**config.mk**
```make
export PLATFORM = sky130hd
export DESIGN_NAME = dscc_update
export DESIGN_NICKNAME = d
export VERILOG_FILES = /design/src/sv/dscc_pkg.sv /design/src/sv/dscc_update.sv
export SDC_FILE = /design/constraint.sdc
export NUM_CORES = 1
export LEC_CHECK = 0
export BUFFER_PORTS_ARGS = -buffer_cell sky130_fd_sc_hd__buf_4
export CAP_MARGIN = 10
export CORE_MARGIN = 3
export CORE_UTILIZATION = 40
export DETAILED_ROUTE_END_ITERATION = 12
export PLACE_DENSITY = 0.6
export SLEW_MARGIN = 20
export SYNTH_ARGS = -nofsm -noshare
export SYNTH_HDL_FRONTEND = slang
export SYNTH_SLANG_ARGS = --single-unit
```
**constraint.sdc**
```tcl
create_clock -name clk -period 16.55 [get_ports clk]
set_input_delay 3.31 -clock clk [delete_from_list [all_inputs] [get_ports clk]]
set_output_delay 3.31 -clock clk [all_outputs]
set_load 0.05 [all_outputs]
```
**src/sv/dscc_pkg.sv**
```systemverilog
// ----------------------------------------------------------------------------
// dscc_pkg
// Shared types, widths and register codes of the diagonal symbol chain counter.
// ----------------------------------------------------------------------------
package dscc_pkg;

	localparam int SIZE_W     = 9;
	localparam int SYM_W      = 8;
	localparam int SINGLE_W   = 17;
	localparam int PAIR_W     = 30;
	localparam int CHAIN_W    = 43;
	localparam int CFG_IDX_W  = 3;
	localparam int CFG_DATA_W = 9;
	localparam int IN_TDATA_W  = 8;
	localparam int OUT_TDATA_W = 48;

	// Configuration register indexes.
	localparam logic [CFG_IDX_W-1:0] REG_GRID_ROWS     = 3'd0;
	localparam logic [CFG_IDX_W-1:0] REG_GRID_COLS     = 3'd1;
	localparam logic [CFG_IDX_W-1:0] REG_FIRST_SYMBOL  = 3'd2;
	localparam logic [CFG_IDX_W-1:0] REG_MIDDLE_SYMBOL = 3'd3;
	localparam logic [CFG_IDX_W-1:0] REG_LAST_SYMBOL   = 3'd4;

	// Reset values of the registers.
	localparam logic [SIZE_W-1:0] GRID_SIZE_RST  = 9'd1;
	localparam logic [SYM_W-1:0]  FIRST_SYM_RST  = 8'd58;
	localparam logic [SYM_W-1:0]  MIDDLE_SYM_RST = 8'd45;
	localparam logic [SYM_W-1:0]  LAST_SYM_RST   = 8'd41;

	// One line buffer entry: prefix values of the three grids.
	typedef struct packed {
		logic [CHAIN_W-1:0]  chain;
		logic [PAIR_W-1:0]   pair;
		logic [SINGLE_W-1:0] single;
	} line_t;

	localparam int LINE_W = $bits(line_t);

	typedef struct packed {
		logic [SYM_W-1:0] first;
		logic [SYM_W-1:0] middle;
		logic [SYM_W-1:0] last;
	} sym_cfg_t;

	// Control that travels with a cell into the update stage.
	typedef struct packed {
		logic valid;
		logic has_up;
		logic has_left;
		logic last;
	} cell_ctl_t;

	// A size of zero acts as one, a size above the maximum as the maximum.
	function automatic logic [SIZE_W-1:0] clamp_size(input logic [SIZE_W-1:0] v,
			input logic [SIZE_W-1:0] maxv);
		logic [SIZE_W-1:0] r;
		if (v == '0) begin
			r = SIZE_W'(1);
		end else if (v > maxv) begin
			r = maxv;
		end else begin
			r = v;
		end
		return r;
	endfunction

endpackage

```
**src/sv/dscc_update.sv**
```systemverilog
// ----------------------------------------------------------------------------
// dscc_update
// Prefix-sum update of one cell: up plus left minus diagonal for all three
// grids, with forwarding of a line buffer write that the next read misses.
// ----------------------------------------------------------------------------
module dscc_update
	import dscc_pkg::*;
#(
	parameter int AW = 8
) (
	input  logic               clk,
	input  logic               arst_n,
	input  cell_ctl_t          ctl_s1,
	input  logic [AW-1:0]      addr_s1,
	input  logic [SYM_W-1:0]   sym_s1,
	input  sym_cfg_t           sym_cfg,
	input  logic               rd_en,
	input  logic [AW-1:0]      rd_addr,
	input  logic [LINE_W-1:0]  rd_data,
	output logic               wr_en,
	output logic [AW-1:0]      wr_addr,
	output logic [LINE_W-1:0]  wr_data,
	output logic [CHAIN_W-1:0] result
);

	line_t left_q, diag_q, fwd_q;
	logic  fwd_hit_q;
	line_t mem_val, up, lf, dg, nv;

	always_comb begin
		mem_val = fwd_hit_q ? fwd_q : line_t'(rd_data);
		up = ctl_s1.has_up ? mem_val : '0;
		lf = ctl_s1.has_left ? left_q : '0;
		dg = (ctl_s1.has_up && ctl_s1.has_left) ? diag_q : '0;

		nv.single = up.single + lf.single - dg.single;
		nv.pair   = up.pair + lf.pair - dg.pair;
		nv.chain  = up.chain + lf.chain - dg.chain;
		// Roles are tested independently, so one symbol may play several.
		if (sym_s1 == sym_cfg.first) begin
			nv.single = nv.single + SINGLE_W'(1);
		end
		if (sym_s1 == sym_cfg.middle) begin
			nv.pair = nv.pair + PAIR_W'(dg.single);
		end
		if (sym_s1 == sym_cfg.last) begin
			nv.chain = nv.chain + CHAIN_W'(dg.pair);
		end
	end

	assign wr_en   = ctl_s1.valid;
	assign wr_addr = addr_s1;
	assign wr_data = nv;
	assign result  = nv.chain;

	always_ff @(posedge clk) begin
		if (ctl_s1.valid) begin
			left_q <= nv;
			diag_q <= up;
		end
		fwd_q <= nv;
	end

	// A single-column grid reads the entry that is being written in the same
	// cycle; the RAM returns the old value, so the new one is taken from here.
	always_ff @(posedge clk or negedge arst_n) begin
		if (!arst_n) begin
			fwd_hit_q <= 1'b0;
		end else begin
			fwd_hit_q <= wr_en && rd_en && (rd_addr == addr_s1);
		end
	end

endmodule
```
==> qor.log, run 1 <==
qor: die.ios 287
qor: logic_synthesis.synth_area_per_cell 9.464 sq um
qor: clock_network.cts-buffers-inserted 34
qor: min_path.worst_hold_path_type reg -> reg
qor: clock_network.ctsResizeCount 0
qor: logic_synthesis.postSynth.asyncResetShare 0.3690%
qor: detailed_routing.routedLengthMet1 26.43 mm
qor: clock_network.clock_edge_transition_at_the_registers_on_the_reported_setup_and_hold_paths 0.06 ns
qor: final_layout.post_route_cells_drive_above_1_share 20.18%
qor: detailed_routing.met2RoutedLength 25.82 mm
qor: detailed_routing.detail_route.wl_per_cell 17.58 microns
qor: worst_setup_path.critical_path.max_fanout 70
qor: global_routing.gr-usage-all-layers 19.66%
qor: worst_setup_path.crit_type in -> out
qor: detailed_routing.detailedRoute.firstIterationViolations 819
qor: run.cap_viol_max_count 0
qor: timing.clock_skew 0.03252 ns
qor: outcome.outcome completed
qor: clock_network.tritoncts_clock_tree done
qor: logic_synthesis.synthesis.area 0.02157 sq mm
qor: global_routing.global_route_wire_length_before_repair 89.49 mm
qor: logic_synthesis.portion_of_the_post_synthesis_area_used_by_sequential_elements 33.53%
qor: logic_synthesis.post_synth_inst_count 2279
qor: detailed_routing.antenna_violating_nets_post_route 0
qor: global_routing.grt_start_max_net_pins 118
qor: final_layout.fillCellCount 5070
qor: global_routing.antenna_found_initial 1
qor: logic_synthesis.synth_top_flop_cell sky130_fd_sc_hd__edfxtp_1
qor: worst_setup_path.critical_path_arrival 10.26 ns
qor: timing.tightestPinTransition 0.8853 ns
qor: die.total_die_area 0.05674 sq mm
qor: logic_synthesis.ys_seq_elements 271
qor: placed_design.place.port_buffers 285
qor: detailed_routing.detailroute.wirelength.met3 2.654 mm
qor: logic_synthesis.yosys.cell_types.count 91
qor: timing.unrepaired_setup_endpoints_after_global_routing no
qor: logic_synthesis.synth_edf_count 180
qor: detailed_routing.routed_wl 56.09 mm
qor: timing.timing.final.crit_period 13.57 ns
qor: logic_synthesis.yosys_warnings 0
qor: detailed_routing.drt-vias-per-instance 5.202
qor: placed_design.place_congestion 0.9071
qor: final_layout.fin_nets 2852
qor: timing.hold_viol 0
qor: clock_network.cts_setup_buffers 0
qor: clock_network.max-clock-path-buffers 3
qor: die.floorplan.die.width 238.2 microns
qor: timing.layout_worst_path_cycle_share 82.00%
qor: die.core_region_area 0.05297 sq mm
qor: timing.tns 0 ns
qor: global_routing.vias_in_the_first_global_route 16.70k
qor: clock_network.cts_hold_repair.buffers 0
qor: detailed_routing.via_count 16.60k
qor: clock_network.clkLatencyLatePin 0.56 ns
qor: die.die_h 238.2 microns
qor: clock_network.cts.sink_count 271
qor: final_layout.area_growth_syn_to_layout 16.05%
qor: placed_design.dpl.hpwl 43.30 mm
qor: worst_setup_path.worst_setup_path_start_kind input port
qor: detailed_routing.drcViolationCount 0
qor: worst_setup_path.ff2ff_setup_slack 8.79 ns
qor: detailed_routing.topRoutingLayerUsed met4
qor: worst_setup_path.critPathRequiredTime 13.24 ns
qor: timing.fmax 73.69 MHz
qor: detailed_routing.number_of_iterations_in_the_first_detailed_routing_pass 5
qor: timing.drv_slew 0
qor: global_routing.overflow 0
qor: die.std_cell_rows 84
qor: clock_network.clock_tree.root_cell sky130_fd_sc_hd__clkbuf_16
qor: timing.max-slew-margin-rel 39.45%
qor: clock_network.htree_levels 2
qor: timing.setup_viol 0
qor: die.start_util 40.72%
qor: worst_setup_path.endpoint_kind output port
qor: logic_synthesis.synth.net_count 2654
==> cell type report <==
class	instances	area, sq um	share of cell area (%)
antenna	1	2.502	0.009998
clock buffer	47	949.7	3.794
clock inverter	14	127.6	0.5099
inverter	285	1070	4.274
multi-input combinational	1590	12550	50.14
sequential	271	7236	28.91
tap	688	860.8	3.439
timing repair buffer	295	2233	8.923
==> path summary, 6_finish.rpt <==
path | to | cells after the start | from
max | result[39] | 23 | ctl_s1[2]
max in group asynchronous | fwd_hit_q | 1 | arst_n
min reg2reg | diag_q[0] | 2 | fwd_q[0]
min in group asynchronous | fwd_hit_q | 1 | arst_n
min | diag_q[0] | 2 | fwd_q[0]
max reg2reg | left_q[86] | 22 | fwd_hit_q
==> routing by layer <==
layer / vias up / GRT usage, %
li1: 8230 / -
met1: 7956 / 27.50
met2: 353 / 31.99
met3: 60 / 3.259
met4: 0 / 4.655
met5: - / 0
==> critical path, cell delays in order <==
cell and delay [ns]:
sky130_fd_sc_hd__buf_4 0.49, sky130_fd_sc_hd__buf_4 0.58, sky130_fd_sc_hd__nor2b_1 0.24, sky130_fd_sc_hd__ha_1 0.26
sky130_fd_sc_hd__fa_1 0.24, sky130_fd_sc_hd__a21oi_1 0.10, sky130_fd_sc_hd__o22ai_1 0.30, sky130_fd_sc_hd__o31a_1 0.24
sky130_fd_sc_hd__and3_1 0.32, sky130_fd_sc_hd__nor2_1 0.12, sky130_fd_sc_hd__nor2_1 0.16, sky130_fd_sc_hd__nor2_1 0.07
sky130_fd_sc_hd__xnor2_1 0.17, sky130_fd_sc_hd__ha_1 0.43, sky130_fd_sc_hd__nand4_1 0.14, sky130_fd_sc_hd__or2_2 0.31
sky130_fd_sc_hd__nor4b_1 0.61, sky130_fd_sc_hd__nor3_1 0.18, sky130_fd_sc_hd__a31oi_1 0.41, sky130_fd_sc_hd__nand4_1 0.24
sky130_fd_sc_hd__or4_1 0.48, sky130_fd_sc_hd__xor2_1 0.48, sky130_fd_sc_hd__buf_4 0.31
==> per-stage QoR <==
stage / setup WS [ns] / instance area (sq um) / hold WS [ns] / util (%) / std cells
6_report: 2.979 / 25030 / 0.6402 / 47.25 / 3191
5_1_grt: 2.390 / 25030 / 0.6864 / 47.25 / 3191
4_1_cts: 2.986 / 25030 / 0.6518 / 47.25 / 3190
3_5_place_dp: 3.019 / 23950 / 0.6340 / 45.21 / 3129
3_3_place_gp: 3.057 / 23950 / 0.6313 / 45.21 / 3129
2_1_floorplan: 3.613 / 21570 / 0.5991 / - / 2279
==> kinds of logic (layout without fill, tap and decap cells) <==
group	after synthesis	count (layout)	synth area share [%]
compound gates	402	402	12.72
xor+xnor	183	183	7.628
fa+ha+maj	230	230	16.44
buf+inv	418	641	8.319
flops	271	271	33.53
mux	134	134	6.938
other cells	0	1	0
simple gates	641	641	14.43
==> sequential cells by signal, indices dropped and copies added (netlist names) <==
signal     cells
left_q        90
fwd_hit_q      1
fwd_q         90
diag_q        90
==> cells in the final DEF (no fill, tap or decap), types with 61 or more instances in the layout <==
cell type / count
sky130_fd_sc_hd__buf_4: 293
sky130_fd_sc_hd__inv_1: 285
sky130_fd_sc_hd__nand2_1: 266
sky130_fd_sc_hd__edfxtp_1: 180
sky130_fd_sc_hd__ha_1: 141
sky130_fd_sc_hd__xnor2_1: 129
sky130_fd_sc_hd__mux2_2: 124
sky130_fd_sc_hd__a21oi_1: 110
sky130_fd_sc_hd__and3_1: 102
sky130_fd_sc_hd__dfxtp_1: 90
sky130_fd_sc_hd__fa_1: 89
sky130_fd_sc_hd__nor2_1: 86
sky130_fd_sc_hd__o21ai_0: 65
sky130_fd_sc_hd__a21o_1: 61
==> cell usage after synthesis, types with 28 or more instances <==
master	instances	area share [%]
sky130_fd_sc_hd__a21oi_1	110	2.6
sky130_fd_sc_hd__a21o_1	61	2.1
sky130_fd_sc_hd__nand2_1	266	4.6
sky130_fd_sc_hd__xnor2_1	129	5.2
sky130_fd_sc_hd__mux2_2	124	6.5
sky130_fd_sc_hd__inv_1	285	5.0
sky130_fd_sc_hd__dfxtp_1	90	8.4
sky130_fd_sc_hd__nor2_1	87	1.5
sky130_fd_sc_hd__ha_1	141	8.2
sky130_fd_sc_hd__nand4_1	28	0.81
sky130_fd_sc_hd__clkbuf_1	67	1.2
sky130_fd_sc_hd__and3_1	102	3.0
sky130_fd_sc_hd__fa_1	89	8.3
sky130_fd_sc_hd__edfxtp_1	180	25
sky130_fd_sc_hd__xor2_1	51	2.1
sky130_fd_sc_hd__nand3_1	38	0.88
sky130_fd_sc_hd__buf_4	52	1.8
sky130_fd_sc_hd__nor3_1	32	0.74
sky130_fd_sc_hd__o21ai_0	65	1.5
Power of run 1 is not shown: default switching activity piles up to over one toggle a cycle in this logic, so the estimate is an artifact.
==> run 2, diff against run 1 <==
- ABC_AREA: unset -> 1
- PLACE_DENSITY: 0.6 -> 0.62
- clock period: 16.55 -> 12.2 ns (I/O delays scaled with it)
==> run 2 against run 1 <==
Die area increased by 8.5%. Count of clock-buffer cells in the layout shrank 1. Via count rose by 25%. Synthesized area increased by 8.7%. Register-to-register slack got worse by 3.4 ns. Worst setup slack lost 1.8 ns. Critical path type unchanged.
==> qor.log, run 2 <==
qor: die.total_die_area 0.06154 sq mm [+8.5%]
qor: worst_setup_path.timing.rr.end left_q[75]
qor: outcome.outcome completed
qor: logic_synthesis.post_synth_inst_count 3273 [+44%]
qor: timing.max-slew-margin-rel 32.90% [-6.6 points]
qor: worst_setup_path.timing.critical_path.from ctl_s1[1]
qor: logic_synthesis.yosysTopAreaCell sky130_fd_sc_hd__edfxtp_1
qor: die.die_h 248.1 microns [+4.1%]
qor: clock_network.clkLatencyLatePin 0.58 ns [+0.02 ns]
qor: placed_design.dpl.hpwl 56.34 mm [+30%]
qor: clock_network.ctsResizeCount 0 [unchanged]
qor: final_layout.reg.largest.list diag_q x90, fwd_q x90, left_q x90
qor: worst_setup_path.crit_type in -> out
qor: timing.drv_slew 0 [unchanged]
qor: global_routing.gr-usage-all-layers 22.43% [+2.8 points]
qor: die.floorplan.die.width 248.1 microns [+4.1%]
qor: clock_network.cts-buffers-inserted 30 [-12%]
qor: final_layout.final_common_cell sky130_fd_sc_hd__nand2_1
qor: logic_synthesis.yosys_warnings 0 [unchanged]
qor: detailed_routing.drt-vias-per-instance 4.833 [-7.1%]
qor: detailed_routing.antenna_violating_nets_post_route 0 [unchanged]
qor: placed_design.dp_worst_setup_slack 1.214 ns [-1.805 ns]
qor: timing.clock_skew 0.01987 ns [-0.01264 ns]
qor: logic_synthesis.synth_largest_type_area_fraction 23.06% [-2.0 points]
qor: final_layout.layout_common_cells sky130_fd_sc_hd__nand2_1, sky130_fd_sc_hd__inv_1, sky130_fd_sc_hd__nor2_1
qor: worst_setup_path.cp-endpoint wr_data[38]
qor: detailed_routing.via_count 20.71k [+25%]
qor: logic_synthesis.synth.net_count 3648 [+37%]
qor: logic_synthesis.synth_area_per_cell 7.162 sq um [-24%]
qor: clock_network.cts_hold_repair.buffers 0 [unchanged]
qor: clock_network.max-clock-path-buffers 3 [unchanged]
qor: die.core_region_area 0.05781 sq mm [+9.1%]
qor: die.std_cell_rows 88 [+4.8%]
qor: placed_design.place.port_buffers 285 [unchanged]
qor: logic_synthesis.synth_top_flop_cell sky130_fd_sc_hd__edfxtp_1
qor: global_routing.global_route_wire_length_before_repair 109.0 mm [+22%]
qor: worst_setup_path.critical_path.max_fanout 40 [-43%]
qor: logic_synthesis.synth_edf_count 180 [unchanged]
qor: detailed_routing.detailedRoute.firstIterationViolations 1076 [+31%]
qor: timing.hold_viol 0 [unchanged]
qor: timing.setup_viol 0 [unchanged]
qor: global_routing.vias_in_the_first_global_route 20.53k [+23%]
qor: worst_setup_path.critical_path_arrival 8.56 ns [-1.70 ns]
qor: detailed_routing.detail_route.wl_per_cell 16.11 microns [-8.3%]
qor: timing.hold_slack 0.5976 ns [-0.04259 ns]
qor: die.start_util 40.55% [-0.17 points]
qor: global_routing.grt_start_max_net_pins 70 [-41%]
qor: worst_setup_path.endpoint_kind output port
qor: clock_network.cts.sink_count 271 [unchanged]
qor: run.cap_viol_max_count 0 [unchanged]
qor: detailed_routing.number_of_iterations_in_the_first_detailed_routing_pass 6 [+1]
qor: worst_setup_path.critPathRequiredTime 9.76 ns [-3.48 ns]
qor: worst_setup_path.regToRegStartpoint fwd_hit_q
qor: final_layout.fin_nets 3871 [+36%]
qor: logic_synthesis.ys_seq_elements 271 [unchanged]
qor: timing.unrepaired_setup_endpoints_after_global_routing no
qor: logic_synthesis.postSynth.asyncResetShare 0.3690% [unchanged]
qor: logic_synthesis.synth.most_common_cell sky130_fd_sc_hd__nand2_1
qor: placed_design.place_congestion 0.9233 [+1.8%]
qor: detailed_routing.routed_wl 69.03 mm [+23%]
qor: logic_synthesis.synthTopCellsByArea sky130_fd_sc_hd__edfxtp_1, sky130_fd_sc_hd__nand2_1, sky130_fd_sc_hd__inv_1, sky130_fd_sc_hd__dfxtp_1, sky130_fd_sc_hd__fa_1
qor: final_layout.fillCellCount 6045 [+19%]
qor: timing.fmax 90.88 MHz
qor: global_routing.antenna_found_initial 0 [-1]
qor: min_path.worst_hold_path_type reg -> reg
qor: die.ios 287 [unchanged]
qor: worst_setup_path.worst_setup_path_start_kind input port
qor: timing.tightestPinTransition 0.9960 ns [+0.1107 ns]
qor: worst_setup_path.ff2ff_setup_slack 5.42 ns [-3.37 ns]
qor: final_layout.post_route_cells_drive_above_1_share 13.15% [-7.0 points]
qor: timing.layout_worst_path_cycle_share 90.19%
qor: clock_network.clock_tree.root_cell sky130_fd_sc_hd__clkbuf_16
qor: logic_synthesis.yosys-top-cells-count sky130_fd_sc_hd__nand2_1, sky130_fd_sc_hd__inv_1, sky130_fd_sc_hd__nor2_1
qor: logic_synthesis.yosys.cell_types.count 58 [-36%]
qor: clock_network.htree_levels 1 [-1]
qor: worst_setup_path.worstRegToRegCells 23 [+4.5%]
qor: logic_synthesis.portion_of_the_post_synthesis_area_used_by_sequential_elements 30.85% [-2.7 points]
qor: detailed_routing.drcViolationCount 0 [unchanged]
qor: global_routing.overflow 0 [unchanged]
qor: clock_network.tritoncts_clock_tree done
qor: timing.tns 0 ns [unchanged]
qor: final_layout.antennaDiodeCount 0 [-1]
qor: timing.timing.final.crit_period 11.00 ns
qor: final_layout.area_growth_syn_to_layout 15.52%
qor: timing.timing.final.ws_setup 1.196 ns [-1.783 ns]
qor: clock_network.cts_setup_buffers 0 [unchanged]
qor: clock_network.clock_edge_transition_at_the_registers_on_the_reported_setup_and_hold_paths 0.07 ns [about the same]
qor: logic_synthesis.synthesis.area 0.02344 sq mm [+8.7%]
run 2: metal layers:
layer	vias up	wire length (microns)	track usage, %
met5	-	0	0
met4	0	1646	5.802
met3	90	3225	2.002
met2	431	32360	38.47
met1	9553	31800	30.49
li1	10640	-	-
run 2: stage by stage:
stage	util [%]	instances	instance area [sq um]
3_5_place_dp	45.11	4229	26070
6_report	46.84	4285	27080
5_1_grt	46.84	4285	27080
4_1_cts	46.84	4285	27080
3_3_place_gp	45.11	4229	26070
2_1_floorplan	-	3273	23440
run 2: worst min-delay path by stage:
stage / start / to / slack (ns) / cells after the start
finish: fwd_q[32] / diag_q[32] / 0.60 / 2
global route: fwd_q[15] / diag_q[15] / 0.62 / 2
CTS: fwd_q[63] / diag_q[63] / 0.60 / 2
detailed placement: fwd_q[6] / diag_q[6] / 0.60 / 2
global placement: fwd_q[37] / diag_q[37] / 0.59 / 2
floorplan: fwd_q[0] / diag_q[0] / 0.56 / 2
run 2: kinds of logic after synthesis:
| family | Yosys count | synth area share, % |
|---|---|---|
| adders and majority gates | 230 | 15.13 |
| and+or+nand+nor | 1553 | 28.48 |
| xor gates and xnor gates | 126 | 4.772 |
| DFF | 271 | 30.85 |
| buffers and inverters | 768 | 13.14 |
| AOI/OAI and AO/OA | 325 | 7.623 |
run 2: critical path, stage by stage:
cell	delay, ns
sky130_fd_sc_hd__buf_4	0.34
sky130_fd_sc_hd__nand2_2	0.60
sky130_fd_sc_hd__buf_4	0.43
sky130_fd_sc_hd__nor2_1	0.40
sky130_fd_sc_hd__fa_1	0.51
sky130_fd_sc_hd__inv_1	0.07
sky130_fd_sc_hd__ha_1	0.29
sky130_fd_sc_hd__a21oi_1	0.31
sky130_fd_sc_hd__o21ai_0	0.19
sky130_fd_sc_hd__inv_1	0.08
sky130_fd_sc_hd__nand2_1	0.07
sky130_fd_sc_hd__a21oi_1	0.27
sky130_fd_sc_hd__xnor2_1	0.17
sky130_fd_sc_hd__ha_1	0.36
sky130_fd_sc_hd__nand2_1	0.08
sky130_fd_sc_hd__nor2_1	0.19
sky130_fd_sc_hd__nand2_1	0.07
sky130_fd_sc_hd__o311ai_1	0.44
sky130_fd_sc_hd__nand3_1	0.29
sky130_fd_sc_hd__nor3_2	0.25
sky130_fd_sc_hd__xor2_1	0.40
sky130_fd_sc_hd__buf_4	0.29
run 2: final cells by class:
type / instances / area (sq um) / area share [%]
sequential: 271 / 7236 / 26.72
inverter: 657 / 2467 / 9.112
timing repair buffer: 302 / 2283 / 8.433
tap: 765 / 957.2 / 3.535
clock buffer: 46 / 903.4 / 3.336
multi-input combinational: 2234 / 13130 / 48.49
clock inverter: 10 / 100.1 / 0.3697
Power of run 2 is left out for the same reason.
