--- src/sv/dscc_pkg.sv ---
// ----------------------------------------------------------------------------
// dscc_pkg
// Shared types, widths and register codes of the diagonal symbol chain counter.
// ----------------------------------------------------------------------------
package dscc_pkg;

	localparam int SIZE_W     = 9;
	localparam int SYM_W      = 8;
	localparam int SINGLE_W   = 17;
	localparam int PAIR_W     = 30;
	localparam int CHAIN_W    = 43;
	localparam int CFG_IDX_W  = 3;
	localparam int CFG_DATA_W = 9;
	localparam int IN_TDATA_W  = 8;
	localparam int OUT_TDATA_W = 48;

	// Configuration register indexes.
	localparam logic [CFG_IDX_W-1:0] REG_GRID_ROWS     = 3'd0;
	localparam logic [CFG_IDX_W-1:0] REG_GRID_COLS     = 3'd1;
	localparam logic [CFG_IDX_W-1:0] REG_FIRST_SYMBOL  = 3'd2;
	localparam logic [CFG_IDX_W-1:0] REG_MIDDLE_SYMBOL = 3'd3;
	localparam logic [CFG_IDX_W-1:0] REG_LAST_SYMBOL   = 3'd4;

	// Reset values of the registers.
	localparam logic [SIZE_W-1:0] GRID_SIZE_RST  = 9'd1;
	localparam logic [SYM_W-1:0]  FIRST_SYM_RST  = 8'd58;
	localparam logic [SYM_W-1:0]  MIDDLE_SYM_RST = 8'd45;
	localparam logic [SYM_W-1:0]  LAST_SYM_RST   = 8'd41;

	// One line buffer entry: prefix values of the three grids.
	typedef struct packed {
		logic [CHAIN_W-1:0]  chain;
		logic [PAIR_W-1:0]   pair;
		logic [SINGLE_W-1:0] single;
	} line_t;

	localparam int LINE_W = $bits(line_t);

	typedef struct packed {
		logic [SYM_W-1:0] first;
		logic [SYM_W-1:0] middle;
		logic [SYM_W-1:0] last;
	} sym_cfg_t;

	// Control that travels with a cell into the update stage.
	typedef struct packed {
		logic valid;
		logic has_up;
		logic has_left;
		logic last;
	} cell_ctl_t;

	// A size of zero acts as one, a size above the maximum as the maximum.
	function automatic logic [SIZE_W-1:0] clamp_size(input logic [SIZE_W-1:0] v,
			input logic [SIZE_W-1:0] maxv);
		logic [SIZE_W-1:0] r;
		if (v == '0) begin
			r = SIZE_W'(1);
		end else if (v > maxv) begin
			r = maxv;
		end else begin
			r = v;
		end
		return r;
	endfunction

endpackage

--- src/sv/dscc_ctrl.sv ---
// ----------------------------------------------------------------------------
// dscc_ctrl
// Configuration registers, raster position, input flow control and the
// two-entry output buffer that holds finished chain totals.
// ----------------------------------------------------------------------------
module dscc_ctrl
	import dscc_pkg::*;
#(
	parameter int MAX_ROWS = 256,
	parameter int MAX_COLS = 256,
	localparam int AW      = (MAX_COLS > 1) ? $clog2(MAX_COLS) : 1,
	localparam int RW      = (MAX_ROWS > 1) ? $clog2(MAX_ROWS) : 1
) (
	input  logic                   clk,
	input  logic                   arst_n,
	input  logic                   cfg_valid,
	output logic                   cfg_ready,
	input  logic [CFG_IDX_W-1:0]   cfg_addr,
	input  logic [CFG_DATA_W-1:0]  cfg_data,
	input  logic                   in_valid,
	output logic                   in_ready,
	input  logic [SYM_W-1:0]       in_symbol,
	output logic                   rd_en,
	output logic [AW-1:0]          rd_addr,
	output cell_ctl_t              ctl_s1,
	output logic [AW-1:0]          addr_s1,
	output logic [SYM_W-1:0]       sym_s1,
	output sym_cfg_t               sym_cfg,
	input  logic [CHAIN_W-1:0]     result,
	output logic                   out_valid,
	input  logic                   out_ready,
	output logic [CHAIN_W-1:0]     out_count
);

	logic [SIZE_W-1:0] rows_q, cols_q;
	logic [SIZE_W-1:0] rows_eff, cols_eff;
	sym_cfg_t          sym_q;
	logic [RW-1:0]     row_q;
	logic [AW-1:0]     col_q;
	logic              last_col, last_row, next_last;
	logic              accept, cfg_we, out_valid_q;
	logic [CHAIN_W-1:0] out_count_q;
	logic              spare_valid_q;
	logic [CHAIN_W-1:0] spare_count_q;
	logic              s1_last, out_pop;
	logic [1:0]        held_n;

	assign cfg_ready = 1'b1;
	assign cfg_we    = cfg_valid;

	assign rows_eff = clamp_size(rows_q, SIZE_W'(MAX_ROWS));
	assign cols_eff = clamp_size(cols_q, SIZE_W'(MAX_COLS));

	assign last_col  = (SIZE_W'(col_q) + SIZE_W'(1)) >= cols_eff;
	assign last_row  = (SIZE_W'(row_q) + SIZE_W'(1)) >= rows_eff;
	assign next_last = last_col && last_row;

	// Totals still held after this edge: both output entries plus the one in
	// the update stage, less the one that leaves now. Only the closing cell
	// of a grid can be held back, and only when no entry would be left for
	// its total once it leaves the update stage.
	assign s1_last  = ctl_s1.valid && ctl_s1.last;
	assign out_pop  = out_valid_q && out_ready;
	assign held_n   = 2'(out_valid_q) + 2'(spare_valid_q) + 2'(s1_last) - 2'(out_pop);
	assign in_ready = !(next_last && held_n[1]);
	assign accept   = in_valid && in_ready;

	assign rd_en   = accept;
	assign rd_addr = col_q;
	assign sym_cfg = sym_q;

	always_ff @(posedge clk or negedge arst_n) begin
		if (!arst_n) begin
			rows_q       <= GRID_SIZE_RST;
			cols_q       <= GRID_SIZE_RST;
			sym_q.first  <= FIRST_SYM_RST;
			sym_q.middle <= MIDDLE_SYM_RST;
			sym_q.last   <= LAST_SYM_RST;
		end else if (cfg_we) begin
			unique case (cfg_addr)
				REG_GRID_ROWS:     rows_q       <= cfg_data;
				REG_GRID_COLS:     cols_q       <= cfg_data;
				REG_FIRST_SYMBOL:  sym_q.first  <= cfg_data[SYM_W-1:0];
				REG_MIDDLE_SYMBOL: sym_q.middle <= cfg_data[SYM_W-1:0];
				REG_LAST_SYMBOL:   sym_q.last   <= cfg_data[SYM_W-1:0];
				default: ;
			endcase
		end
	end

	always_ff @(posedge clk or negedge arst_n) begin
		if (!arst_n) begin
			row_q  <= '0;
			col_q  <= '0;
			ctl_s1 <= '0;
		end else begin
			ctl_s1.valid <= accept;
			if (cfg_we && (cfg_addr == REG_GRID_ROWS || cfg_addr == REG_GRID_COLS)) begin
				row_q <= '0;
				col_q <= '0;
			end else if (accept) begin
				ctl_s1.has_up   <= (row_q != '0);
				ctl_s1.has_left <= (col_q != '0);
				ctl_s1.last     <= next_last;
				if (last_col) begin
					col_q <= '0;
					row_q <= last_row ? '0 : row_q + RW'(1);
				end else begin
					col_q <= col_q + AW'(1);
				end
			end
		end
	end

	always_ff @(posedge clk) begin
		if (accept) begin
			addr_s1 <= col_q;
			sym_s1  <= in_symbol;
		end
	end

	// The head entry drives the port; the spare entry takes a total that is ready
	// while the head is waiting or the spare is full, and moves up once the head leaves.
	always_ff @(posedge clk or negedge arst_n) begin
		if (!arst_n) begin
			out_valid_q   <= 1'b0;
			spare_valid_q <= 1'b0;
		end else if (!out_valid_q || out_ready) begin
			out_valid_q   <= spare_valid_q || s1_last;
			spare_valid_q <= spare_valid_q && s1_last;
		end else if (s1_last) begin
			spare_valid_q <= 1'b1;
		end
	end

	always_ff @(posedge clk) begin
		if (!out_valid_q || out_ready) begin
			if (spare_valid_q) begin
				out_count_q <= spare_count_q;
			end else if (s1_last) begin
				out_count_q <= result;
			end
		end
		if (s1_last) begin
			spare_count_q <= result;
		end
	end

	assign out_valid = out_valid_q;
	assign out_count = out_count_q;

endmodule

--- config.mk ---
export PLATFORM = sky130hd
export DESIGN_NAME = dscc_ctrl
export DESIGN_NICKNAME = d
export VERILOG_FILES = /design/src/sv/dscc_pkg.sv /design/src/sv/dscc_ctrl.sv
export SDC_FILE = /design/constraint.sdc
export NUM_CORES = 1
export LEC_CHECK = 0
export ABC_AREA = 1
export BUFFER_PORTS_ARGS = -buffer_cell sky130_fd_sc_hd__clkbuf_2
export CORE_UTILIZATION = 49
export DETAILED_ROUTE_END_ITERATION = 16
export HOLD_SLACK_MARGIN = 0.02
export MAX_ROUTING_LAYER = met4
export PLACE_DENSITY = 0.8
export SYNTH_ARGS = -nofsm -noshare
export SYNTH_HDL_FRONTEND = slang
export SYNTH_SLANG_ARGS = --single-unit
--- constraint.sdc ---
create_clock -name clk -period 2.8 [get_ports clk]
set_input_delay 0.28 -clock clk [delete_from_list [all_inputs] [get_ports clk]]
set_output_delay 0.28 -clock clk [all_outputs]
set_load 0.01 [all_outputs]
==> results of run 1 <==
-- final cells by class --
cell class / count / area share, %
clock buffers: 17 / 4.64
clock inverters: 15 / 1.98
inverters: 60 / 2.54
multi-input cells: 429 / 25.4
flip-flops and latches: 166 / 51.0
well taps: 180 / 2.46
repair buffers: 191 / 11.9
-- what timing repair did --
| item | CTS | global route |
|---|---|---|
| pin swaps | 12 | 23 |
| hold endpoints to repair | 27 | 0 |
| gates resized for setup | 20 | 21 |
| gates cloned | 1 | 0 |
| hold buffers | 5 | 0 |
| setup endpoints to repair | 26 | 38 |
| buffers inserted | 4 | 6 |
-- worst paths after layout --
check,from,endpoint,slack [ns],cells past startpoint
worst max-delay path,cols_q[0],rd_en,-0.42,12
worst min-delay path,in_symbol[0],sym_s1[0],0.04,1
worst max register to register,cols_q[0],sym_s1[1],-0.12,13
worst min register to register,sym_cfg[18],sym_cfg[18],0.49,2
max in group asynchronous,arst_n,sym_cfg[19],1.64,3
min in group asynchronous,arst_n,sym_cfg[2],0.46,2
-- critical path, cell delays in order, from the launching register on --
cell and delay (ns):
dfstp_2 0.37, or4_4 0.55, o21ai_4 0.31, nand2_2 0.14, ha_4 0.32, nand2_4 0.06, nor2_4 0.10, nand3_2 0.11
nand3_4 0.12, nand3_4 0.11, nand2_8 0.08, clkinvlp_4 0.10, buf_6 0.13
-- synthesized netlist by cell type --
cell type | instances | area share [%]
a21o_1 | 2 | 0.21
a21oi_1 | 6 | 0.42
buf_4 | 1 | 0.11
buf_6 | 1 | 0.16
buf_8 | 1 | 0.21
clkbuf_1 | 15 | 0.79
clkinv_1 | 1 | 0.052
conb_1 | 1 | 0.052
dfrtp_1 | 51 | 18
dfstp_2 | 13 | 4.8
edfxtp_1 | 102 | 43
ha_1 | 24 | 4.2
inv_1 | 53 | 2.8
inv_2 | 6 | 0.31
nand2_1 | 260 | 14
nand2_2 | 2 | 0.17
nand2_4 | 1 | 0.16
nand2_8 | 1 | 0.28
nand3_1 | 13 | 0.91
nand3_2 | 12 | 1.7
nand3_4 | 1 | 0.25
nand3b_1 | 1 | 0.11
nand4_1 | 5 | 0.44
nand4_2 | 1 | 0.17
nor2_1 | 23 | 1.2
nor2_2 | 4 | 0.35
nor2_4 | 2 | 0.31
nor3_1 | 2 | 0.14
nor4_1 | 4 | 0.35
o21ai_0 | 50 | 3.5
o21ai_2 | 1 | 0.12
o21bai_1 | 1 | 0.11
or4_1 | 1 | 0.11
xor2_1 | 10 | 1.2
-- placed cells by master, fill, tap and decap left out, types with 4 or more instances in the layout --
master / count
nand2_1: 247
clkbuf_2: 163
edfxtp_1: 102
inv_1: 51
dfrtp_1: 51
o21ai_0: 49
nor2_1: 18
ha_1: 18
clkbuf_16: 17
buf_4: 16
nand3_2: 13
nand2_2: 13
dfstp_2: 13
nand3_1: 11
xor2_1: 10
nor2_2: 8
inv_2: 6
inv_6: 6
a21oi_1: 5
nand4_1: 5
ha_4: 5
dlygate4sd3_1: 5
nor4_1: 4
-- kinds of logic after synthesis --
kind of cell,after synthesis
AOI/OAI and AO/OA,60
xor gates and xnor gates,10
adders and majority gates,24
buffers and inverters,78
DFF,166
other,1
and+or+nand+nor,333
-- sequential cells by signal, indices dropped and copies added (netlist names) --
signal         count
out_valid          1
cols_q             9
out_count         43
rows_q             9
ctl_s1             4
spare_valid_q      1
addr_s1            8
sym_cfg           24
sym_s1             8
rd_addr            8
spare_count_q     43
row_q              8
-- routing by layer --
metal	wire, µm	vias to the layer above	track usage, %
met5	0	-	-
met3	1100	44	4.60
met4	422	0	8.92
li1	-	2593	-
met1	6710	2547	28.2
met2	7830	246	35.4
-- power by group through the flow --
stage	Clock [mW]	Sequential, mW	Combinational [mW]
global route	2.52	3.15	1.81
floorplan	0	3.22	0.775
global placement	0	3.14	1.31
finish	2.37	3.12	1.62
detailed placement	0	3.15	1.36
CTS	2.41	3.11	1.44
-- through the flow --
step	std cells	worst slack, ns
after floorplan	672	0.0170
after global placement	1010	0.0354
after detailed placement	1010	-0.0538
after CTS	1052	-0.295
after global routing	1058	-0.520
final	1058	-0.418
==> impl_results.md, run 1 <==
* Core Area at 14000 µm²
* GRT overflow at 0
* Initial antenna violation count at 0
* Maximum level of the CTS H-tree at 4
* Min-Delay Path Class: input pin to flop
* Nets at around 960
* Sequential share of power at between 40 and 50%
* Core Util, Final at 65.3%
* Max-slew headroom at around half
* RSZ-0062 raised after global routing: yes
* Number of global-route vias before repair at 5100
* # Max-Cap Violations at 0
* Largest net degree at the start of global routing at 47
* Tightest hold margin at 0.0390 ns
* Antenna-violating nets left at 0
* Req. time, crit path at 2.52 ns
* Pwr/cell area at about 770 nW/µm²
* Crit. End Element: primary output
* Adder-cell share of the synthesized area at 4.20%
* Failing checks: setup timing
* Synthesized cell area at 7150 µm²
* Post-synth cell types at 34
* CTS buffer count at 17
* Maximum vdd ir drop at approximately 0.45 mV
* Residual DRC count at 0
* TritonCTS sink count at 166
* IO Count at about 170
* CTS max path bufs at 2
* First-pass GRT wire length at 24700 µm
* Total GRT Usage at between 20% and 30%
* Compound-Gate Fraction of Synth Area at 4.36%
* Hold Fails Final Rpt at 0
* CTS Root Cell: clkbuf_16
* Vias per inst at approximately 5.1
* Crit Path Max Fanout at 8
* Outcome: finished, violations left
* Arr. time, crit path at 2.94 ns
* Critical path class: flop to primary output
* Drt wl/cell at 15.2 µm
* Fmax at 311 MHz
* Mux cell area share after synthesis at 0%
* Die Area at 15100 µm²
* Post-DP Area at roughly 8200 µm²
* Area grow syn2layout at 28.3%
* RePlAce Congestion at 0.836
* Worst slew pin tran at 0.774 ns
* Pre-antenna DRT Iters at 6
* Endpoints failing setup at 36
* Yosys reg bits at between 150 and 200
* Main combinational cell family by area after synthesis: simple AND/OR/NAND/NOR gates
* Via Count at 5430
* Row count at between 40 and 50
* Simple-gate share of the synthesized area at 20.3%
* Drt total wl at 16100 µm
* Initial Util at approximately 51%
* Chip Height at 123 µm
* Fillers at around 1000
* Cells after synthesis at 672
* CTS tree: built
* Syn_nets at about 760
* Int Pwr at between 4 and 5 mW
* Leakage power at 4.35 nW
* Clock slew at reported path FFs at 0.06 ns
* Final worst setup slack at -0.418 ns
* Clk_lat worst skew at 0.43 ns
* Synthesized area per cell at 10.6 µm²
* Register area share after synthesis at between 60 and 70%
* Total power at 7.11 mW
* FF/Latch Area at 4680 µm²
* Final TNS setup at -4.02 ns
* Post-Synth XOR/XNOR Area at 1.23%
* Ant diodes at 0
* Yosys warnings at 0
* Hpwl dp at 10400 µm
* Layout Skew at 0.0114 ns
* Fin area at 9170 µm²
* Period Utilization, post-route at 115%
* Multi-input combinational cell area at 2330 µm²
* Net Sw Frac at 30.7%
* DIE WIDTH at about 120 µm
* Sw power at 2.18 mW
* Layout cells sized above 1 at 33.4%
* Crit start category: flop
* Logic pwr share at 22.7%
* First-iteration detailed-routing DRC count at approximately 430
* Clock group share of total power at 33.4%
* Port Buf Inserts at 165
* Crit path time final at 3.22 ns
* Slew Viols, Final at 0
(Power assumes the default switching activity.)
==> inputs of run 2 (changes only) <==
--- a/constraint.sdc
+++ b/constraint.sdc
@@ -3,2 +3,2 @@
 set_output_delay 0.28 -clock clk [all_outputs]
-set_load 0.01 [all_outputs]
+set_load 0.02 [all_outputs]
==> impl_results.md, run 2 (synthesis gave the netlist of run 1 again) <==
* Maximum vdd ir drop at 0.497 mV (was 0.453 mV)
* Initial Util at 50.9% (unchanged)
* Dpl cells at 1013 (was 1010)
* # Max-Cap Violations at 0 (unchanged)
* Total GRT Usage at 22.1% (was 22.4%)
* Final Instance Count excl. Fillers at 1064 (was 1058)
* First-iteration detailed-routing DRC count at 336 (was 433)
* First-pass GRT wire length at 24400 µm (was 24700 µm)
* RSZ-0062 raised after global routing: yes (unchanged)
* Critical path class: flop to primary output (unchanged)
* Sequential share of power at 43.8% (was 43.9%)
* DIE WIDTH at 123 µm (unchanged)
* Reg2reg end: row_q[1] (was sym_s1[1])
* Endpoints failing setup at 33 (was 36)
* Int Pwr at 4.96 mW (was 4.92 mW)
* Final worst setup slack at -0.336 ns (was -0.418 ns)
* Period Utilization, post-route at 112% (was 115%)
* R2r worst-path depth at 16 (was 13)
* Chip Height at 123 µm (unchanged)
* Clock slew at reported path FFs at 0.06 ns (about the same)
* Port Buf Inserts at 165 (unchanged)
* Pre-antenna DRT Iters at 5 (was 6)
* Sw power at 2.18 mW (about the same)
* CTS max path bufs at 2 (unchanged)
* Crit start category: flop (unchanged)
* Die Area at 15100 µm² (unchanged)
* Initial antenna violation count at 0 (unchanged)
* Layout Skew at 0.00848 ns (was 0.0114 ns)
* R2r startpoint: cols_q[0] (unchanged)
* Pwr/cell area at 780 nW/µm² (was 775 nW/µm²)
* Clk_lat worst skew at 0.42 ns (was 0.43 ns)
* Slew Viols, Final at 0 (unchanged)
* Outcome: finished, violations left (unchanged)
* Crit Path Max Fanout at 8 (unchanged)
* Residual DRC count at 0 (unchanged)
* Drt wl/cell at 14.9 µm (was 15.2 µm)
* IO Count at 167 (unchanged)
* Hpwl dp at 11000 µm (was 10400 µm)
* TritonCTS sink count at 166 (unchanged)
* Min-delay src: in_symbol[7] (was in_symbol[0])
* Hold Fails Final Rpt at 0 (unchanged)
* Layout cells sized above 1 at 33.1% (was 33.4%)
* Core Area at 14000 µm² (unchanged)
* Flop2flop setup slack at -0.32 ns (was -0.12 ns)
* CTS Root Cell: clkbuf_16 (unchanged)
* Fmax at 319 MHz (was 311 MHz)
* Hold Path Stages at 1 (unchanged)
* Worst slew pin tran at 0.565 ns (was 0.774 ns)
* Via Count at 5362 (was 5430)
* CTS tree: built (unchanged)
* Ant diodes at 0 (unchanged)
* Crit. End Element: primary output (unchanged)
* GRT overflow at 0 (unchanged)
* Min-Delay Path Class: input pin to flop (unchanged)
* Number of global-route vias before repair at 4933 (was 5100)
* RePlAce Congestion at 0.862 (was 0.836)
* Most frequent cells in the layout: 253 x nand2_1, 163 x clkbuf_2, 102 x edfxtp_1 (was 247 x nand2_1, 163 x clkbuf_2, 102 x edfxtp_1)
* Maximum level of the CTS H-tree at 4 (unchanged)
* Clock group share of total power at 32.9% (was 33.4%)
* Nets at 963 (was 957)
* Hold EP: sym_s1[7] (was sym_s1[0])
* Req. time, crit path at 2.52 ns (about the same)
* Drt total wl at 15900 µm (was 16100 µm)
* Largest net degree at the start of global routing at 47 (unchanged)
* CTS buffer count at 17 (unchanged)
* Crit path time final at 3.14 ns (was 3.22 ns)
* Logic pwr share at 23.3% (was 22.7%)
* Area grow syn2layout at 28.1% (was 28.3%)
* Most common cell after layout, fill and taps aside: nand2_1 (unchanged)
* Row count at 43 (unchanged)
* Leakage power at 4.36 nW (was 4.35 nW)
* Net Sw Frac at 30.5% (was 30.7%)
* Setup Slack @ Placement at 0.0123 ns (was -0.0538 ns)
* Max-slew headroom at 62.3% (was 48.4%)
* Failing checks: setup timing (unchanged)
* Vias per inst at 5.04 (was 5.13)
* Antenna-violating nets left at 0 (unchanged)
* Arr. time, crit path at 2.86 ns (was 2.94 ns)
-- run 2: per-layer routing --
metal	vias to the layer above	GRT usage, %	share of wire (%)
li1	2603	-	-
met4	0	7.09	1.3
met2	234	34.8	49
met1	2503	27.6	42
met3	22	6.18	8.0
met5	-	-	0
-- run 2: final cells by class --
type                       count  area [µm²]
timing repair buffer         198        1110
clock inverter                14         174
fill                        1030        4880
sequential                   166        4680
tap                          180         225
clock buffer                  18         429
inverter                      60         233
multi-input combinational    428        2300
-- run 2: power groups by stage --
stage / Sequential (mW) / Combinational, mW / Clock, mW
floorplan: 3.35 / 0.787 / 0
global placement: 3.16 / 1.43 / 0
detailed placement: 3.16 / 1.49 / 0
CTS: 3.12 / 1.58 / 2.40
global route: 3.16 / 1.85 / 2.50
finish: 3.13 / 1.66 / 2.35
-- run 2: metrics by stage --
step	total power, mW	TNS (ns)	hold WS (ns)	util, %	instance area, µm²
floorplan	4.13	-0.630	-0.0156	-	7200
global placement	4.59	0	0.331	58.9	8260
detailed placement	4.65	0	0.333	58.9	8260
CTS	7.09	-3.42	0.0209	64.2	9010
global route	7.51	-10.11	0.0210	65.2	9160
finish	7.15	-5.52	0.0463	65.2	9160
-- run 2: how the worst max path moves through the flow --
stage	slack (ns)	end	from
finish	-0.34	rd_en	cols_q[0]
global route	-0.47	row_q[1]	cols_q[0]
CTS	-0.29	rd_en	cols_q[3]
detailed placement	0.01	rd_en	cols_q[0]
global placement	0.06	rd_en	cols_q[0]
floorplan	-0.04	addr_s1[0]	ctl_s1[3]
-- run 2: what timing repair did --
| action | in CTS | in global routing |
|---|---|---|
| pin swaps | 12 | 10 |
| hold buffers | 4 | 2 |
| gates resized for setup | 9 | 25 |
| buffers inserted | 10 | 3 |
| cloned | 1 | 0 |
| endpoints found under the hold margin | 54 | 2 |
| endpoints found under the setup margin | 17 | 38 |
-- run 2: critical path, stage by stage (launching register included) --
cell        delay, ns
dfstp_2          0.38
or4_4            0.55
o21ai_4          0.27
nand2_1          0.13
ha_4             0.28
nand2_1          0.04
nand2_1          0.07
nand2_1          0.06
nand2_1          0.07
nand2_2          0.07
nand3_2          0.11
nand3_4          0.10
nand2_8          0.07
clkinvlp_4       0.09
clkbuf_8         0.15
==> inputs of run 3 (changes only) <==
Settings changed: SETUP_SLACK_MARGIN set to 0.15.
==> impl_results.md, run 3 (synthesis gave the netlist of run 1 again) <==
* Clk_lat worst skew at 0.42 ns (about the same)
* Core Util, Final at 65.7% (was 65.2%)
* Final Instance Count excl. Fillers at 1071 (was 1064)
* CTS Root Cell: clkbuf_16 (unchanged)
* Flop2flop setup slack at -0.24 ns (was -0.32 ns)
* Slew Viols, Final at 0 (unchanged)
* RSZ-0062 raised after global routing: yes (unchanged)
* Total power at 7.21 mW (was 7.15 mW)
* # Max-Cap Violations at 0 (unchanged)
* Period Utilization, post-route at 112% (about the same)
* Drt total wl at 16000 µm (was 15900 µm)
* Layout Skew at 0.00909 ns (was 0.00848 ns)
* First-pass GRT wire length at 24700 µm (was 24400 µm)
* Crit path time final at 3.14 ns (about the same)
* Hpwl dp at 11000 µm (unchanged)
* Initial antenna violation count at 0 (unchanged)
* Maximum level of the CTS H-tree at 4 (unchanged)
* Min-delay src: in_symbol[7] (unchanged)
* Ant diodes at 0 (unchanged)
* Dpl cells at 1013 (unchanged)
* Vias per inst at 5.03 (was 5.04)
* Hold Fails Final Rpt at 0 (unchanged)
* CTS buffer count at 17 (unchanged)
* Endpoints failing setup at 34 (was 33)
* Buf/Inv on CP at 3 (was 2)
* Die Area at 15100 µm² (unchanged)
* Final worst setup slack at -0.345 ns (was -0.336 ns)
* R2r worst-path depth at 17 (was 16)
* Layout cells sized above 1 at 33.6% (was 33.1%)
* DIE WIDTH at 123 µm (unchanged)
* Maximum vdd ir drop at 0.499 mV (was 0.497 mV)
* Core Area at 14000 µm² (unchanged)
* Drt wl/cell at 15.0 µm (was 14.9 µm)
* Clock slew at reported path FFs at 0.06 ns (about the same)
* Slowest stage cell on the critical path: or4_4 (unchanged)
* GRT overflow at 0 (unchanged)
* Fin area at 9220 µm² (was 9160 µm²)
* Nets at 970 (was 963)
* CTS max path bufs at 2 (unchanged)
* Failing checks: setup timing (unchanged)
* Fmax at 318 MHz (was 319 MHz)
* Min-Delay Path Class: input pin to flop (unchanged)
* Int Pwr at 5.00 mW (was 4.96 mW)
* RePlAce Congestion at 0.862 (unchanged)
* Crit start category: flop (unchanged)
* Via Count at 5389 (was 5362)
* Total GRT Usage at 22.3% (was 22.1%)
* Logic pwr share at 23.9% (was 23.3%)
* Antenna-violating nets left at 0 (unchanged)
* CP startpoint: cols_q[3] (was cols_q[0])
* Critical Path Most Common Cell: nand2_1 (unchanged)
* Most common cell after layout, fill and taps aside: nand2_1 (unchanged)
* CP peak stage delay at 0.55 ns (about the same)
* Clock group share of total power at 32.7% (was 32.9%)
* Chip Height at 123 µm (unchanged)
* Pwr/cell area at 781 nW/µm² (was 780 nW/µm²)
* Net Sw Frac at 30.6% (was 30.5%)
* Initial Util at 50.9% (unchanged)
* Crit. End Element: primary output (unchanged)
* Post-DP Area at 8260 µm² (unchanged)
* TritonCTS sink count at 166 (unchanged)
* Crit Path Max Fanout at 8 (unchanged)
* Port Buf Inserts at 165 (unchanged)
* Hold EP: sym_s1[7] (unchanged)
* Leakage power at 4.40 nW (was 4.36 nW)
* CTS tree: built (unchanged)
* First-iteration detailed-routing DRC count at 357 (was 336)
* Row count at 43 (unchanged)
* Sw power at 2.21 mW (was 2.18 mW)
* Crit-path cells: or4_4 > o21ai_4 > nand2_1 > ha_1 > nand2_2 > inv_1 > nand2_1 > nand2_1 > nand2_2 > nand3_2 > nand3_4 > nand2_8 > clkinvlp_4 > clkbuf_8 (was or4_4 > o21ai_4 > nand2_1 > ha_4 > nand2_1 > nand2_1 > nand2_1 > nand2_1 > nand2_2 > nand3_2 > nand3_4 > nand2_8 > clkinvlp_4 > clkbuf_8)
* Final TNS setup at -5.33 ns (was -5.52 ns)
* Pre-antenna DRT Iters at 5 (unchanged)
* Max-slew headroom at 62.2% (was 62.3%)
* Top Family by Delay on Critical Path: simple AND/OR/NAND/NOR gates (unchanged)
* Sequential share of power at 43.4% (was 43.8%)
* Most frequent cells in the layout: 255 x nand2_1, 163 x clkbuf_2, 102 x edfxtp_1 (was 253 x nand2_1, 163 x clkbuf_2, 102 x edfxtp_1)
* Largest net degree at the start of global routing at 47 (unchanged)
* Residual DRC count at 0 (unchanged)
* Number of global-route vias before repair at 4958 (was 4933)
* Hold Path Stages at 1 (unchanged)
* Setup Slack @ Placement at 0.0123 ns (unchanged)
* Outcome: finished, violations left (unchanged)
* R2r startpoint: cols_q[3] (was cols_q[0])
* Req. time, crit path at 2.52 ns (about the same)
* Arr. time, crit path at 2.86 ns (about the same)
* Critical path class: flop to primary output (unchanged)
* Reg2reg end: rd_addr[7] (was row_q[1])
* Tightest hold margin at 0.0438 ns (was 0.0463 ns)
* IO Count at 167 (unchanged)
* Area grow syn2layout at 29.0% (was 28.1%)
* Worst slew pin tran at 0.566 ns (was 0.565 ns)
[run 3: worst register-to-register path, cell delays in order, from the launching register on]
cell and delay, ns:
dfrtp_1 0.38, or4_4 0.55, o21ai_4 0.23, nand2_1 0.09, ha_1 0.33, nand2_2 0.09, nor2_2 0.13, nand3_2 0.09
buf_4 0.14, buf_4 0.12, buf_4 0.12, buf_4 0.12, buf_4 0.13, nand4_4 0.10, buf_4 0.14, nor2_4 0.03
nand2_1 0.05, o21ai_1 0.06
[run 3: layout make-up]
type / count / area [µm²]
Sequential cell: 166 / 4680
Multi-Input combinational cell: 428 / 2300
Clock inverter: 14 / 174
Timing Repair Buffer: 205 / 1180
Clock buffer: 18 / 429
Inverter: 60 / 235
Fill cell: 1017 / 4820
Tap cell: 180 / 225
[run 3: power by group through the flow]
stage | Sequential [mW] | Combinational [mW] | Clock (mW)
after floorplan | 3.35 | 0.787 | 0
after global placement | 3.16 | 1.43 | 0
after detailed placement | 3.16 | 1.49 | 0
after CTS | 3.12 | 1.63 | 2.40
after global routing | 3.15 | 1.91 | 2.50
final | 3.13 | 1.72 | 2.36
[run 3: worst max path at each step]
stage | endpoint | cells after the start
6_report | rd_en | 14
2_1_floorplan | addr_s1[0] | 9
3_5_place_dp | rd_en | 12
4_1_cts | rd_en | 12
3_3_place_gp | rd_en | 12
5_1_grt | rd_en | 14
[run 3: per-layer routing]
metal	global-route usage [%]	wire, µm
met1	27.9	6700
met2	35.2	7910
met3	6.18	1230
met4	7.09	189
met5	-	0
[run 3: timing repair]
action | CTS | global route
resized for setup | 20 | 23
hold buffers | 4 | 3
endpoints found under the setup margin | 32 | 38
endpoints found under the hold margin | 54 | 3
gates cloned | 1 | 0
pin swaps | 16 | 6
setup buffers | 12 | 6
